<file path="config.mk">
export PLATFORM = sky130hd
export DESIGN_NAME = charger_base_supervisor
export DESIGN_NICKNAME = d
export VERILOG_FILES = /design/src/rtl/cbs_pkg.sv /design/src/rtl/charger_base_supervisor.sv
export SDC_FILE = /design/constraint.sdc
export NUM_CORES = 1
export LEC_CHECK = 0
export ABC_CLOCK_PERIOD_IN_PS = 2700
export BUFFER_PORTS_ARGS = -buffer_cell sky130_fd_sc_hd__clkbuf_2
export CELL_PAD_IN_SITES_DETAIL_PLACEMENT = 1
export CELL_PAD_IN_SITES_GLOBAL_PLACEMENT = 2
export CORE_MARGIN = 4
export CORE_UTILIZATION = 38
export CTS_BUF_LIST = sky130_fd_sc_hd__clkbuf_16
export CTS_CLUSTER_DIAMETER = 120
export DETAILED_ROUTE_END_ITERATION = 16
export GPL_ROUTABILITY_DRIVEN = 0
export PLACE_DENSITY_LB_ADDON = 0.1
export SYNTH_ARGS = -nofsm -noshare
export SYNTH_HDL_FRONTEND = slang
export SYNTH_SLANG_ARGS = --single-unit
</file>
<file path="constraint.sdc">
create_clock -name aclk -period 2.7 [get_ports aclk]
set_input_delay 0 -clock aclk [delete_from_list [all_inputs] [get_ports aclk]]
set_output_delay 0 -clock aclk [all_outputs]
set_load 0.1 [all_outputs]
</file>
<file path="src/rtl/cbs_pkg.sv">
package cbs_pkg;

    localparam int unsigned CfgIdxW  = 8;
    localparam int unsigned CfgDataW = 16;

    // configuration register indexes
    localparam logic [CfgIdxW-1:0] CFG_CHECK_TICK   = 8'd0;
    localparam logic [CfgIdxW-1:0] CFG_CYCLE_TICKS  = 8'd1;
    localparam logic [CfgIdxW-1:0] CFG_LINK_TIMEOUT = 8'd2;
    localparam logic [CfgIdxW-1:0] CFG_CHARGED_DUTY = 8'd3;

    localparam logic [15:0] CHECK_TICK_RST   = 16'd1000;
    localparam logic [15:0] CYCLE_TICKS_RST  = 16'd2000;
    localparam logic [15:0] LINK_TIMEOUT_RST = 16'd500;
    localparam logic [7:0]  CHARGED_DUTY_RST = 8'h44;

    // serial link byte codes
    localparam logic [7:0] BYTE_GREET   = 8'h48;
    localparam logic [7:0] BYTE_CHARGED = 8'h42;
    localparam logic [7:0] BYTE_NOTCHG  = 8'h4E;

    localparam logic [7:0] DUTY_FULL = 8'hFF;
    localparam logic [7:0] DUTY_OFF  = 8'h00;

    localparam logic REQ_TICK = 1'b0;
    localparam logic REQ_BYTE = 1'b1;

    typedef struct packed {
        logic       req_type;
        logic [7:0] rx_byte;
    } cbs_in_t;

    typedef struct packed {
        logic [7:0] led_duty;
        logic       supply_5v;
        logic       send_test;
        logic       link_active;
        logic       charged;
    } cbs_out_t;

endpackage

</file>
<file path="src/rtl/charger_base_supervisor.sv">
// Channel  Direction  Handshake           Payload
// s_       in         s_valid / s_ready   s_data   (cbs_in_t: req_type, rx_byte)
// m_       out        m_valid / m_ready   m_data   (cbs_out_t: duty, supply, flags)
// cfg_     in         cfg_valid/cfg_ready cfg_index, cfg_data (always ready)
//
// Each beat is taken into the input register and is then evaluated into the
// result register, which drives m_valid; one beat per cycle is sustained
// while m_ready keeps the result register free.
// The single state update between the two registers sets the rate.
// aresetn (synchronous, active low) clears the supervisor state and loads
// the register defaults. A stalled result stalls the input register, which
// then drops s_ready; a beat is taken whenever a slot frees in that cycle.
module charger_base_supervisor (
    input  logic                          aclk,
    input  logic                          aresetn,
    input  logic                          s_valid,
    output logic                          s_ready,
    input  cbs_pkg::cbs_in_t              s_data,
    output logic                          m_valid,
    input  logic                          m_ready,
    output cbs_pkg::cbs_out_t             m_data,
    input  logic                          cfg_valid,
    output logic                          cfg_ready,
    input  logic [cbs_pkg::CfgIdxW-1:0]   cfg_index,
    input  logic [cbs_pkg::CfgDataW-1:0]  cfg_data
);
    import cbs_pkg::*;

    logic [15:0] check_tick_reg;
    logic [15:0] cycle_ticks_reg;
    logic [15:0] link_timeout_reg;
    logic [7:0]  charged_duty_reg;

    logic        in_valid_reg;
    cbs_in_t     in_data_reg;
    logic        out_valid_reg;
    cbs_out_t    out_data_reg;

    logic        active_reg,       active_next;
    logic        charged_reg,      charged_next;
    logic        ramp_up_reg,      ramp_up_next;
    logic [7:0]  duty_reg,         duty_next;
    logic [15:0] timeout_cnt_reg,  timeout_cnt_next;
    logic [15:0] cycle_cnt_reg,    cycle_cnt_next;
    logic        test_supply_reg,  test_supply_next;
    logic        send_test_next;

    logic        out_free;
    logic        adv;

    assign out_free  = !out_valid_reg || m_ready;
    assign adv       = in_valid_reg && out_free;
    assign s_ready   = !in_valid_reg || out_free;
    assign cfg_ready = 1'b1;
    assign m_valid   = out_valid_reg;
    assign m_data    = out_data_reg;

    always_ff @(posedge aclk) begin
        if (!aresetn) begin
            check_tick_reg   <= CHECK_TICK_RST;
            cycle_ticks_reg  <= CYCLE_TICKS_RST;
            link_timeout_reg <= LINK_TIMEOUT_RST;
            charged_duty_reg <= CHARGED_DUTY_RST;
        end else if (cfg_valid) begin
            case (cfg_index)
                CFG_CHECK_TICK:   check_tick_reg   <= cfg_data;
                CFG_CYCLE_TICKS:  cycle_ticks_reg  <= cfg_data;
                CFG_LINK_TIMEOUT: link_timeout_reg <= cfg_data;
                CFG_CHARGED_DUTY: charged_duty_reg <= cfg_data[7:0];
                default: ;
            endcase
        end
    end

    always_comb begin
        active_next      = active_reg;
        charged_next     = charged_reg;
        ramp_up_next     = ramp_up_reg;
        duty_next        = duty_reg;
        timeout_cnt_next = timeout_cnt_reg;
        cycle_cnt_next   = cycle_cnt_reg;
        test_supply_next = test_supply_reg;
        send_test_next   = 1'b0;
        if (in_data_reg.req_type == REQ_BYTE) begin
            case (in_data_reg.rx_byte)
                BYTE_GREET: begin
                    if (!active_reg) begin
                        active_next  = 1'b1;
                        charged_next = 1'b0;
                        duty_next    = DUTY_FULL;
                    end
                    timeout_cnt_next = 16'd0;
                end
                BYTE_CHARGED: begin
                    charged_next     = 1'b1;
                    duty_next        = charged_duty_reg;
                    test_supply_next = 1'b0;
                end
                BYTE_NOTCHG: begin
                    charged_next     = 1'b0;
                    test_supply_next = 1'b0;
                end
                default: ;
            endcase
        end else if (active_reg) begin
            if (!charged_reg) begin
                if (ramp_up_reg) begin
                    duty_next = duty_reg + 8'd1;
                    if (duty_next == DUTY_FULL) ramp_up_next = 1'b0;
                end else begin
                    duty_next = duty_reg - 8'd1;
                    if (duty_next == DUTY_OFF) ramp_up_next = 1'b1;
                end
            end
            // test-tick match wins over end of cycle on the same tick
            cycle_cnt_next = cycle_cnt_reg + 16'd1;
            if (cycle_cnt_reg == check_tick_reg) begin
                test_supply_next = 1'b1;
                send_test_next   = 1'b1;
            end else if (cycle_cnt_reg >= cycle_ticks_reg) begin
                test_supply_next = 1'b0;
                cycle_cnt_next   = 16'd1;
            end
            timeout_cnt_next = timeout_cnt_reg + 16'd1;
            if (timeout_cnt_reg >= link_timeout_reg) begin
                duty_next        = DUTY_OFF;
                active_next      = 1'b0;
                timeout_cnt_next = 16'd1;
            end
        end
    end

    always_ff @(posedge aclk) begin
        if (!aresetn) begin
            in_valid_reg    <= 1'b0;
            out_valid_reg   <= 1'b0;
            active_reg      <= 1'b0;
            charged_reg     <= 1'b0;
            ramp_up_reg     <= 1'b0;
            duty_reg        <= DUTY_OFF;
            timeout_cnt_reg <= 16'd0;
            cycle_cnt_reg   <= 16'd0;
            test_supply_reg <= 1'b0;
        end else begin
            if (s_ready) begin
                in_valid_reg <= s_valid;
            end
            if (out_free) begin
                out_valid_reg <= in_valid_reg;
            end
            if (adv) begin
                active_reg      <= active_next;
                charged_reg     <= charged_next;
                ramp_up_reg     <= ramp_up_next;
                duty_reg        <= duty_next;
                timeout_cnt_reg <= timeout_cnt_next;
                cycle_cnt_reg   <= cycle_cnt_next;
                test_supply_reg <= test_supply_next;
            end
        end
    end

    always_ff @(posedge aclk) begin
        if (s_valid && s_ready) begin
            in_data_reg <= s_data;
        end
        if (adv) begin
            out_data_reg.led_duty    <= duty_next;
            out_data_reg.supply_5v   <= test_supply_next;
            out_data_reg.send_test   <= send_test_next;
            out_data_reg.link_active <= active_next;
            out_data_reg.charged     <= charged_next;
        end
    end

    // a test request always comes with the 5 V supply; the link may time out
    // on the same tick
    a_test_supply: assert property (@(posedge aclk) disable iff (!aresetn)
        (m_valid && m_data.send_test) |-> m_data.supply_5v)
        else $error("send_test without 5 V supply");

    // a held input beat must block new beats
    a_hold_blocks: assert property (@(posedge aclk) disable iff (!aresetn)
        (in_valid_reg && !out_free) |-> !s_ready)
        else $error("input register overwritten while stalled");

    // state moves only when a beat is evaluated
    a_state_hold: assert property (@(posedge aclk) disable iff (!aresetn)
        !adv |=> ($stable(duty_reg) && $stable(cycle_cnt_reg)
                  && $stable(timeout_cnt_reg) && $stable(active_reg)))
        else $error("supervisor state changed without a beat");

    // a sleeping link ignores ticks
    a_sleep_tick: assert property (@(posedge aclk) disable iff (!aresetn)
        (adv && !active_reg && in_data_reg.req_type == REQ_TICK)
        |=> ($stable(duty_reg) && !active_reg))
        else $error("tick altered state while link asleep");

endmodule
</file>
==> results of run 1 <==
## logic make-up after synthesis
logic type / after synthesis / share of synthesized area [%]
AOI/OAI and AO/OA: 122 / 11.7
xor gates and xnor gates: 52 / 6.74
adders and majority gates: 38 / 7.03
buffers and inverters: 85 / 5.16
DFF: 123 / 39.5
muxes: 58 / 8.59
other: 1 / 0.0555
and+or+nand+nor: 273 / 21.2
## cells in the mapped netlist (3+ instances only)
master / count
dfxtp_1: 102
nand2_1: 60
nor2_1: 59
mux2i_1: 58
inv_1: 44
nor2b_1: 44
ha_1: 38
clkbuf_1: 30
o21ai_0: 30
a21oi_1: 28
xor2_1: 28
nand3_1: 24
xnor2_1: 24
nand4_1: 22
edfxtp_1: 21
nor3_1: 12
and3_1: 10
a31oi_1: 9
a211oi_1: 7
buf_2: 6
nand2b_1: 6
o21a_1: 6
a21boi_0: 5
and4_1: 5
nor3b_1: 5
o31a_1: 5
a21o_1: 4
o211ai_1: 4
o31ai_1: 4
or3_1: 4
a32oi_1: 3
and2_1: 3
nand3b_1: 3
nor4_1: 3
or4b_1: 3
## cell type report
| class | instances | area, um2 | share of cell area, % |
|---|---|---|---|
| sequential | 123 | 2670 | 32.6 |
| clock buffer | 17 | 425 | 5.19 |
| clock inverter | 15 | 125 | 1.53 |
| inverter | 45 | 169 | 2.06 |
| multi-input combinational | 544 | 3740 | 45.7 |
| timing repair buffer | 111 | 776 | 9.47 |
| tap | 225 | 282 | 3.44 |
## per-stage QoR
stage,total power (uW),util [%],instances,hold WS [ns]
after CTS,4510,47.2,1080,0.185
after global routing,4640,47.2,1080,0.227
after detailed placement,2320,42.4,1020,0.179
final,4460,47.2,1080,0.198
after global placement,2310,42.4,1020,0.179
after floorplan,2190,-,752,0.0989
## critical path, stage by stage, from the launching register on
cell and delay, ns:
dfxtp_1 0.33, inv_1 0.05, ha_1 0.30, nand4_1 0.15
a2111oi_0 0.52, buf_4 0.23, a21oi_1 0.18, buf_4 0.23
and3_1 0.14, o31a_1 0.28
## per-layer routing
layer	GRT usage [%]	vias to the layer above	wire (um)
met3	4.52	22	664
met1	23.3	2780	8260
li1	-	2818	-
met5	0	-	0
met4	6.11	0	376
met2	36.2	100	10000
## layout by cell type (no fill, tap or decap), types with 5 or more instances in the layout
master and instances:
edfxtp_1 21, buf_4 32, o21ai_0 30, ha_1 38, nor2_1 59, clkbuf_16 17
o21a_1 6, dfxtp_1 102, clkbuf_2 51, and3_1 10, nand3_1 24, nor3_1 12
xor2_1 28, xnor2_1 24, a21oi_1 28, inv_1 45, nor2b_1 44, a211oi_1 7
nand4_1 22, nand2_1 60, a21boi_0 5, and4_1 5, mux2i_1 58, o31a_1 5
dlygate4sd3_1 28, nand2b_1 6, a31oi_1 9
## timing repair
action,CTS,global route
hold endpoints to repair,67,0
buffers inserted,0,0
hold buffers,28,0
## power by group
group / leakage [uW] / internal, uW / switching (uW)
logic: 0.00220 / 140 / 244
registers: 0.00103 / 1890 / 30.3
clock network: 0.000269 / 1260 / 892
total: 0.00350 / 3300 / 1170
## worst paths after layout
path,cells past startpoint,end,start
setup / recovery,9,duty_reg[4],link_timeout_reg[9]
hold / removal,5,check_tick_reg[8],cfg_index[0]
setup reg to reg,9,duty_reg[4],link_timeout_reg[9]
hold reg to reg,2,cycle_ticks_reg[7],cycle_ticks_reg[7]
==> impl_results.html, run 1 <==
<table>
<tr><th>Metric</th><th>Value</th></tr>
<tr><th colspan="2">Die</th></tr>
<tr><td>Area of the core</td><td>17,400 um2</td></tr>
<tr><td>Initial core utilization</td><td>38.9%</td></tr>
<tr><td>Width of the die</td><td>approximately 140 um</td></tr>
<tr><td>Number of placement rows</td><td>48</td></tr>
<tr><td>Floorplan die height</td><td>around 140 um</td></tr>
<tr><td>I/O pins</td><td>53</td></tr>
<tr><td>Area of the die</td><td>20,000 um2</td></tr>
<tr><th colspan="2">Synthesis</th></tr>
<tr><td>Count of state elements after synthesis</td><td>roughly 120</td></tr>
<tr><td>Netlist Area Pre-Place</td><td>6760 um2</td></tr>
<tr><td>Syn Nets</td><td>a little over 800</td></tr>
<tr><td>Most used DFF post-synth</td><td>dfxtp_1</td></tr>
<tr><td>FFs w/ async S/R, synth</td><td>0%</td></tr>
<tr><td>Gate count of the mapped netlist</td><td>752</td></tr>
<tr><td>Mean instance size in the synthesized netlist</td><td>8.99 um2</td></tr>
<tr><td>Number of enable flip-flop cells after synthesis</td><td>21</td></tr>
<tr><td>Post-synth top area share</td><td>30.2%</td></tr>
<tr><td>Post-synthesis cell type count</td><td>62</td></tr>
<tr><td>Dominant cells by area after synthesis</td><td>dfxtp_1 (30%), edfxtp_1 (9.3%), mux2i_1 (8.6%), ha_1 (7.0%), nor2b_1 (4.1%)</td></tr>
<tr><td>Total of warnings raised by yosys</td><td>0</td></tr>
<tr><td>Largest area contributor in the synthesized netlist</td><td>dfxtp_1</td></tr>
<tr><td>Seq/Total Area, Yosys</td><td>39.5%</td></tr>
<tr><th colspan="2">Run status</th></tr>
<tr><td>Outcome</td><td>finished, final reports clean</td></tr>
<tr><th colspan="2">Final layout</th></tr>
<tr><td>Antenna diode count</td><td>0</td></tr>
<tr><td>Net count reported at finish</td><td>roughly 920</td></tr>
<tr><td>Share of cells above drive strength 1</td><td>14.4%</td></tr>
<tr><td>Layout area overhead</td><td>21.2%</td></tr>
<tr><td>Final-layout fill cell count</td><td>2,063</td></tr>
<tr><td>Final non-filler cell area</td><td>roughly 8200 um2</td></tr>
<tr><th colspan="2">CTS</th></tr>
<tr><td>CTS-repair resized insts</td><td>0</td></tr>
<tr><td>Clk sinks</td><td>between 100 and 150</td></tr>
<tr><td>Clock tree from TritonCTS</td><td>yes</td></tr>
<tr><td>Clk slew on worst S/H paths</td><td>0.06 ns</td></tr>
<tr><td>Clk root buf</td><td>clkbuf_16</td></tr>
<tr><td>Clock buffer count from CTS</td><td>17</td></tr>
<tr><td>Clock network latency to the later pin of the worst-skew pair</td><td>0.43 ns</td></tr>
<tr><td>Bufs on Longest Clock Path</td><td>2</td></tr>
<tr><td>Count of H-tree levels built during CTS</td><td>4</td></tr>
<tr><th colspan="2">Timing</th></tr>
<tr><td>Tmin final</td><td>2.53 ns</td></tr>
<tr><td>Final-layout setup total negative slack</td><td>0 ns</td></tr>
<tr><td>Crit path setup slack, layout</td><td>0.167 ns</td></tr>
<tr><td>Final Max Slew Viols</td><td>0</td></tr>
<tr><td>Relative max-transition margin</td><td>between 30% and 40%</td></tr>
<tr><td>Final critical-path share of the clock period</td><td>93.8%</td></tr>
<tr><td>Maximum operating frequency</td><td>395 MHz</td></tr>
<tr><td>Unrepaired setup endpoints after global routing</td><td>no</td></tr>
<tr><td>Actual transition at the worst max-transition pin</td><td>0.959 ns</td></tr>
<tr><td>Clock Skew</td><td>approximately 0.01 ns</td></tr>
<tr><td>Final Hold Vio Count</td><td>0</td></tr>
<tr><td>Finish-stage setup viols</td><td>0</td></tr>
<tr><th colspan="2">Critical path</th></tr>
<tr><td>Largest driver fanout on the critical path</td><td>7</td></tr>
<tr><td>Classification of the worst setup path</td><td>reg2reg</td></tr>
<tr><td>Startpoint type of the worst setup path</td><td>flop</td></tr>
<tr><td>R2R Setup Slk</td><td>0.17 ns</td></tr>
<tr><td>Kind of end point of the critical path</td><td>flop</td></tr>
<tr><td>WP data arrival</td><td>2.84 ns</td></tr>
<tr><td>Worst path required time</td><td>3.01 ns</td></tr>
<tr><th colspan="2">Routing</th></tr>
<tr><td>Wire length reported by the detailed router</td><td>19,300 um</td></tr>
<tr><td>Violation count after the first detailed-routing iteration</td><td>224</td></tr>
<tr><td>Routed wirelength normalized by instance count</td><td>~18 um</td></tr>
<tr><td>Residual DRC count</td><td>0</td></tr>
<tr><td>Average via count per standard cell</td><td>5.30</td></tr>
<tr><td>ANT nets after route</td><td>0</td></tr>
<tr><td>TritonRoute pass-1 iters</td><td>4</td></tr>
<tr><td>Routed via count</td><td>5,720</td></tr>
<tr><th colspan="2">Worst hold path</th></tr>
<tr><td>Path type of the worst min-delay path</td><td>in2reg</td></tr>
<tr><th colspan="2">Power and ir drop</th></tr>
<tr><td>Static leakage</td><td>0.00350 uW</td></tr>
<tr><td>Max VDD drop</td><td>0.456 mV</td></tr>
<tr><td>Pwr/cell area</td><td>545 nW/um2</td></tr>
<tr><th colspan="2">Run</th></tr>
<tr><td>MaxCap Viol Count</td><td>0</td></tr>
<tr><th colspan="2">Global routing</th></tr>
<tr><td>Aggregate global-route resource usage</td><td>19.9%</td></tr>
<tr><td>Global-route wire length before repair</td><td>31,500 um</td></tr>
<tr><td>Initial antenna violation count</td><td>0</td></tr>
<tr><td>Vias in the first global route</td><td>6,093</td></tr>
<tr><td>Pin count of the biggest net entering global routing</td><td>48</td></tr>
<tr><td>Overflow after GRT</td><td>0</td></tr>
<tr><th colspan="2">Place</th></tr>
<tr><td>Setup slack after placement</td><td>0.199 ns</td></tr>
<tr><td>Cell Area, Placed</td><td>7360 um2</td></tr>
<tr><td>Number of buffer cells added on primary ports</td><td>51</td></tr>
<tr><td>Placed wire-length estimate after detailed placement</td><td>14,400 um</td></tr>
</table>
(Power assumes the default switching activity.)
==> inputs of run 2 (changes only) <==
==> constraint.sdc (replaced) <==
create_clock -name aclk -period 2.7 [get_ports aclk]
set_input_delay 0.54 -clock aclk [delete_from_list [all_inputs] [get_ports aclk]]
set_output_delay 0.54 -clock aclk [all_outputs]
set_load 0.1 [all_outputs]
==> run 2 against run 1 <==
Final cell count fell by 2.5%. Setup slack improved by 0.024 ns. Die area did not move. Sequential share of layout area up 1.0 points. Register-to-register slack better by 0.02 ns. Largest power group unchanged.
==> impl_results.html, run 2 (same netlist as run 1, synthesis figures left out) <==
<table>
<tr><th>Metric</th><th>Value</th></tr>
<tr><th colspan="2">CTS</th></tr>
<tr><td>Bufs on Longest Clock Path</td><td>2 (unchanged)</td></tr>
<tr><td>Clk root buf</td><td>clkbuf_16</td></tr>
<tr><td>Count of H-tree levels built during CTS</td><td>4 (unchanged)</td></tr>
<tr><td>Clock network latency to the later pin of the worst-skew pair</td><td>0.41 ns (-0.02 ns)</td></tr>
<tr><td>Clock buffer count from CTS</td><td>17 (unchanged)</td></tr>
<tr><td>Clk sinks</td><td>123 (unchanged)</td></tr>
<tr><td>CTS-repair resized insts</td><td>0 (unchanged)</td></tr>
<tr><td>Number of hold buffers added after CTS</td><td>0 (-100%)</td></tr>
<tr><td>Clock tree from TritonCTS</td><td>yes</td></tr>
<tr><td>Post-CTS Setup Inserts</td><td>0 (unchanged)</td></tr>
<tr><td>Clk slew on worst S/H paths</td><td>0.06 ns (about the same)</td></tr>
<tr><th colspan="2">Critical path</th></tr>
<tr><td>Startpoint type of the worst setup path</td><td>flop</td></tr>
<tr><td>Largest driver fanout on the critical path</td><td>8 (+1)</td></tr>
<tr><td>CP max-delay cell</td><td>a2111oi_0</td></tr>
<tr><td>Classification of the worst setup path</td><td>reg2reg</td></tr>
<tr><td>Worst setup path endpoint</td><td>m_data[1]</td></tr>
<tr><td>Cells traversed along the worst timing path</td><td>inv_1 -&gt; ha_1 -&gt; nand4_1 -&gt; a2111oi_0 -&gt; buf_4 -&gt; a21oi_1 -&gt; buf_4 -&gt; o21ai_0 -&gt; o21ai_0</td></tr>
<tr><td>Critical path startpoint</td><td>link_timeout_reg[11]</td></tr>
<tr><td>Worst r2r dst</td><td>m_data[1]</td></tr>
<tr><td>WP data arrival</td><td>2.65 ns (-0.19 ns)</td></tr>
<tr><td>R2R Setup Slk</td><td>0.19 ns (+0.02 ns)</td></tr>
<tr><td>Worst path required time</td><td>2.84 ns (-0.17 ns)</td></tr>
<tr><td>Worst reg-to-reg path cell count</td><td>9 (unchanged)</td></tr>
<tr><td>Worst R2R Start</td><td>link_timeout_reg[11]</td></tr>
<tr><td>Kind of end point of the critical path</td><td>flop</td></tr>
<tr><td>Largest stage delay, worst path</td><td>0.50 ns (-0.02 ns)</td></tr>
<tr><th colspan="2">Routing</th></tr>
<tr><td>TritonRoute pass-1 iters</td><td>4 (unchanged)</td></tr>
<tr><td>Wire length reported by the detailed router</td><td>19,500 um (+0.81%)</td></tr>
<tr><td>Residual DRC count</td><td>0 (unchanged)</td></tr>
<tr><td>Routed wirelength normalized by instance count</td><td>18.5 um (+3.4%)</td></tr>
<tr><td>Average via count per standard cell</td><td>5.41 (+2.1%)</td></tr>
<tr><td>Violation count after the first detailed-routing iteration</td><td>225 (+0.45%)</td></tr>
<tr><td>Routed via count</td><td>5,692 (-0.49%)</td></tr>
<tr><td>ANT nets after route</td><td>0 (unchanged)</td></tr>
<tr><th colspan="2">Place</th></tr>
<tr><td>Placed wire-length estimate after detailed placement</td><td>14,800 um (+3.0%)</td></tr>
<tr><td>Setup slack after placement</td><td>0.202 ns (+0.00311 ns)</td></tr>
<tr><td>Number of buffer cells added on primary ports</td><td>51 (unchanged)</td></tr>
<tr><th colspan="2">Worst hold path</th></tr>
<tr><td>Path type of the worst min-delay path</td><td>in2reg</td></tr>
<tr><th colspan="2">Final layout</th></tr>
<tr><td>Net count reported at finish</td><td>893 (-2.7%)</td></tr>
<tr><td>Share of cells above drive strength 1</td><td>14.5% (+0.11 points)</td></tr>
<tr><td>Antenna diode count</td><td>0 (unchanged)</td></tr>
<tr><td>Commonest cells after routing, fill and taps aside</td><td>dfxtp_1 (102), nand2_1 (60), nor2_1 (59), mux2i_1 (58), clkbuf_2 (51)</td></tr>
<tr><td>Most frequent standard cell in the layout excluding fill and tap cells</td><td>dfxtp_1</td></tr>
<tr><td>Layout area overhead</td><td>17.4%</td></tr>
<tr><th colspan="2">Global routing</th></tr>
<tr><td>Initial antenna violation count</td><td>0 (unchanged)</td></tr>
<tr><td>Global-route wire length before repair</td><td>31,600 um (+0.53%)</td></tr>
<tr><td>Overflow after GRT</td><td>0 (unchanged)</td></tr>
<tr><td>Vias in the first global route</td><td>5,987 (-1.7%)</td></tr>
<tr><td>Pin count of the biggest net entering global routing</td><td>36 (-25%)</td></tr>
<tr><td>Aggregate global-route resource usage</td><td>19.9% (+0.024 points)</td></tr>
<tr><th colspan="2">Timing</th></tr>
<tr><td>Tmin final</td><td>2.51 ns (-0.0236 ns)</td></tr>
<tr><td>Crit path setup slack, layout</td><td>0.191 ns (+0.0236 ns)</td></tr>
<tr><td>Final Hold Vio Count</td><td>0 (unchanged)</td></tr>
<tr><td>Final critical-path share of the clock period</td><td>92.9% (-0.88 points)</td></tr>
<tr><td>Clock Skew</td><td>0.0116 ns (+0.00139 ns)</td></tr>
<tr><td>Relative max-transition margin</td><td>49.4% (+13 points)</td></tr>
<tr><td>Finish-stage setup viols</td><td>0 (unchanged)</td></tr>
<tr><td>Final Max Slew Viols</td><td>0 (unchanged)</td></tr>
<tr><td>Maximum operating frequency</td><td>399 MHz (+0.94%)</td></tr>
<tr><td>Final-layout setup total negative slack</td><td>0 ns (unchanged)</td></tr>
<tr><td>Actual transition at the worst max-transition pin</td><td>0.759 ns (-0.200 ns)</td></tr>
<tr><td>Unrepaired setup endpoints after global routing</td><td>no</td></tr>
<tr><th colspan="2">Die</th></tr>
<tr><td>Number of placement rows</td><td>48 (unchanged)</td></tr>
<tr><td>Floorplan die height</td><td>141 um (unchanged)</td></tr>
<tr><td>I/O pins</td><td>53 (unchanged)</td></tr>
<tr><td>Area of the die</td><td>20,000 um2 (unchanged)</td></tr>
<tr><td>Width of the die</td><td>141 um (unchanged)</td></tr>
<tr><td>Area of the core</td><td>17,400 um2 (unchanged)</td></tr>
<tr><td>Initial core utilization</td><td>38.9% (unchanged)</td></tr>
<tr><th colspan="2">Power and ir drop</th></tr>
<tr><td>Pwr/cell area</td><td>557 nW/um2 (+2.4%)</td></tr>
<tr><td>Static leakage</td><td>0.00340 uW (-2.9%)</td></tr>
<tr><td>Max VDD drop</td><td>0.427 mV (-6.5%)</td></tr>
<tr><th colspan="2">Run status</th></tr>
<tr><td>Outcome</td><td>finished, final reports clean</td></tr>
<tr><th colspan="2">Run</th></tr>
<tr><td>MaxCap Viol Count</td><td>0 (unchanged)</td></tr>
</table>
## run 2: changes by cell type in the layout (fill, tap and decap cells not counted), sizes merged
cell / change
dlygate4sd3: -28
buf: +3
clkinv: -2
bufinv: +1
inv: -1
## run 2: worst min-delay path by stage
stage / start / endpoint / slack [ns] / cells past startpoint
2_1_floorplan: test_supply_reg / test_supply_reg / 0.44 / 2
3_3_place_gp: cycle_ticks_reg[9] / cycle_ticks_reg[9] / 0.46 / 2
5_1_grt: s_data[8] / in_data_reg[8] / 0.28 / 1
3_5_place_dp: cycle_ticks_reg[4] / cycle_ticks_reg[4] / 0.47 / 2
6_report: s_data[6] / in_data_reg[6] / 0.31 / 1
4_1_cts: s_data[1] / in_data_reg[1] / 0.29 / 1
## run 2: area by class of cell
| class | instances | area, um2 |
|---|---|---|
| repair buffers | 86 | 531 |
| flip-flops and latches | 123 | 2670 |
| fillers | 2076 | 9420 |
| well taps | 225 | 282 |
| clock buffers | 17 | 425 |
| inverters | 45 | 169 |
| clock inverters | 13 | 115 |
| multi-input cells | 544 | 3740 |
## run 2: critical path, delay by kind of cell, from the launching register on
kind | cells | cell delay (ns)
AOI/OAI and AO/OA | 4 | 0.96
buffers and inverters | 3 | 0.48
DFF | 1 | 0.32
adders and majority gates | 1 | 0.32
and+or+nand+nor | 1 | 0.16
## run 2: per-stage QoR
step	power [uW]	utilization [%]	instance area, um2	hold slack (ns)	instances
after floorplan	2190	-	6760	0.443	752
after global placement	2320	42.6	7400	0.460	1023
after detailed placement	2330	42.6	7400	0.472	1023
after CTS	4470	45.7	7940	0.289	1053
after global routing	4600	45.7	7940	0.285	1053
final	4420	45.7	7940	0.305	1053
## run 2: where the power goes
part / switching (uW) / leakage (uW) / total, uW / internal [uW]
logic: 250 / 0.00210 / 370 / 120
registers: 23.4 / 0.00103 / 1920 / 1890
clock network: 815 / 0.000270 / 2140 / 1320
## run 2: layer usage
metal  up-vias  GRT usage [%]  part of all wire (%)
met2        91           35.7                    51
met1      2806           23.9                    44
met5         -              0                     0
li1       2768              -                     -
met4         0           6.62                   2.2
met3        27           3.94                   3.2
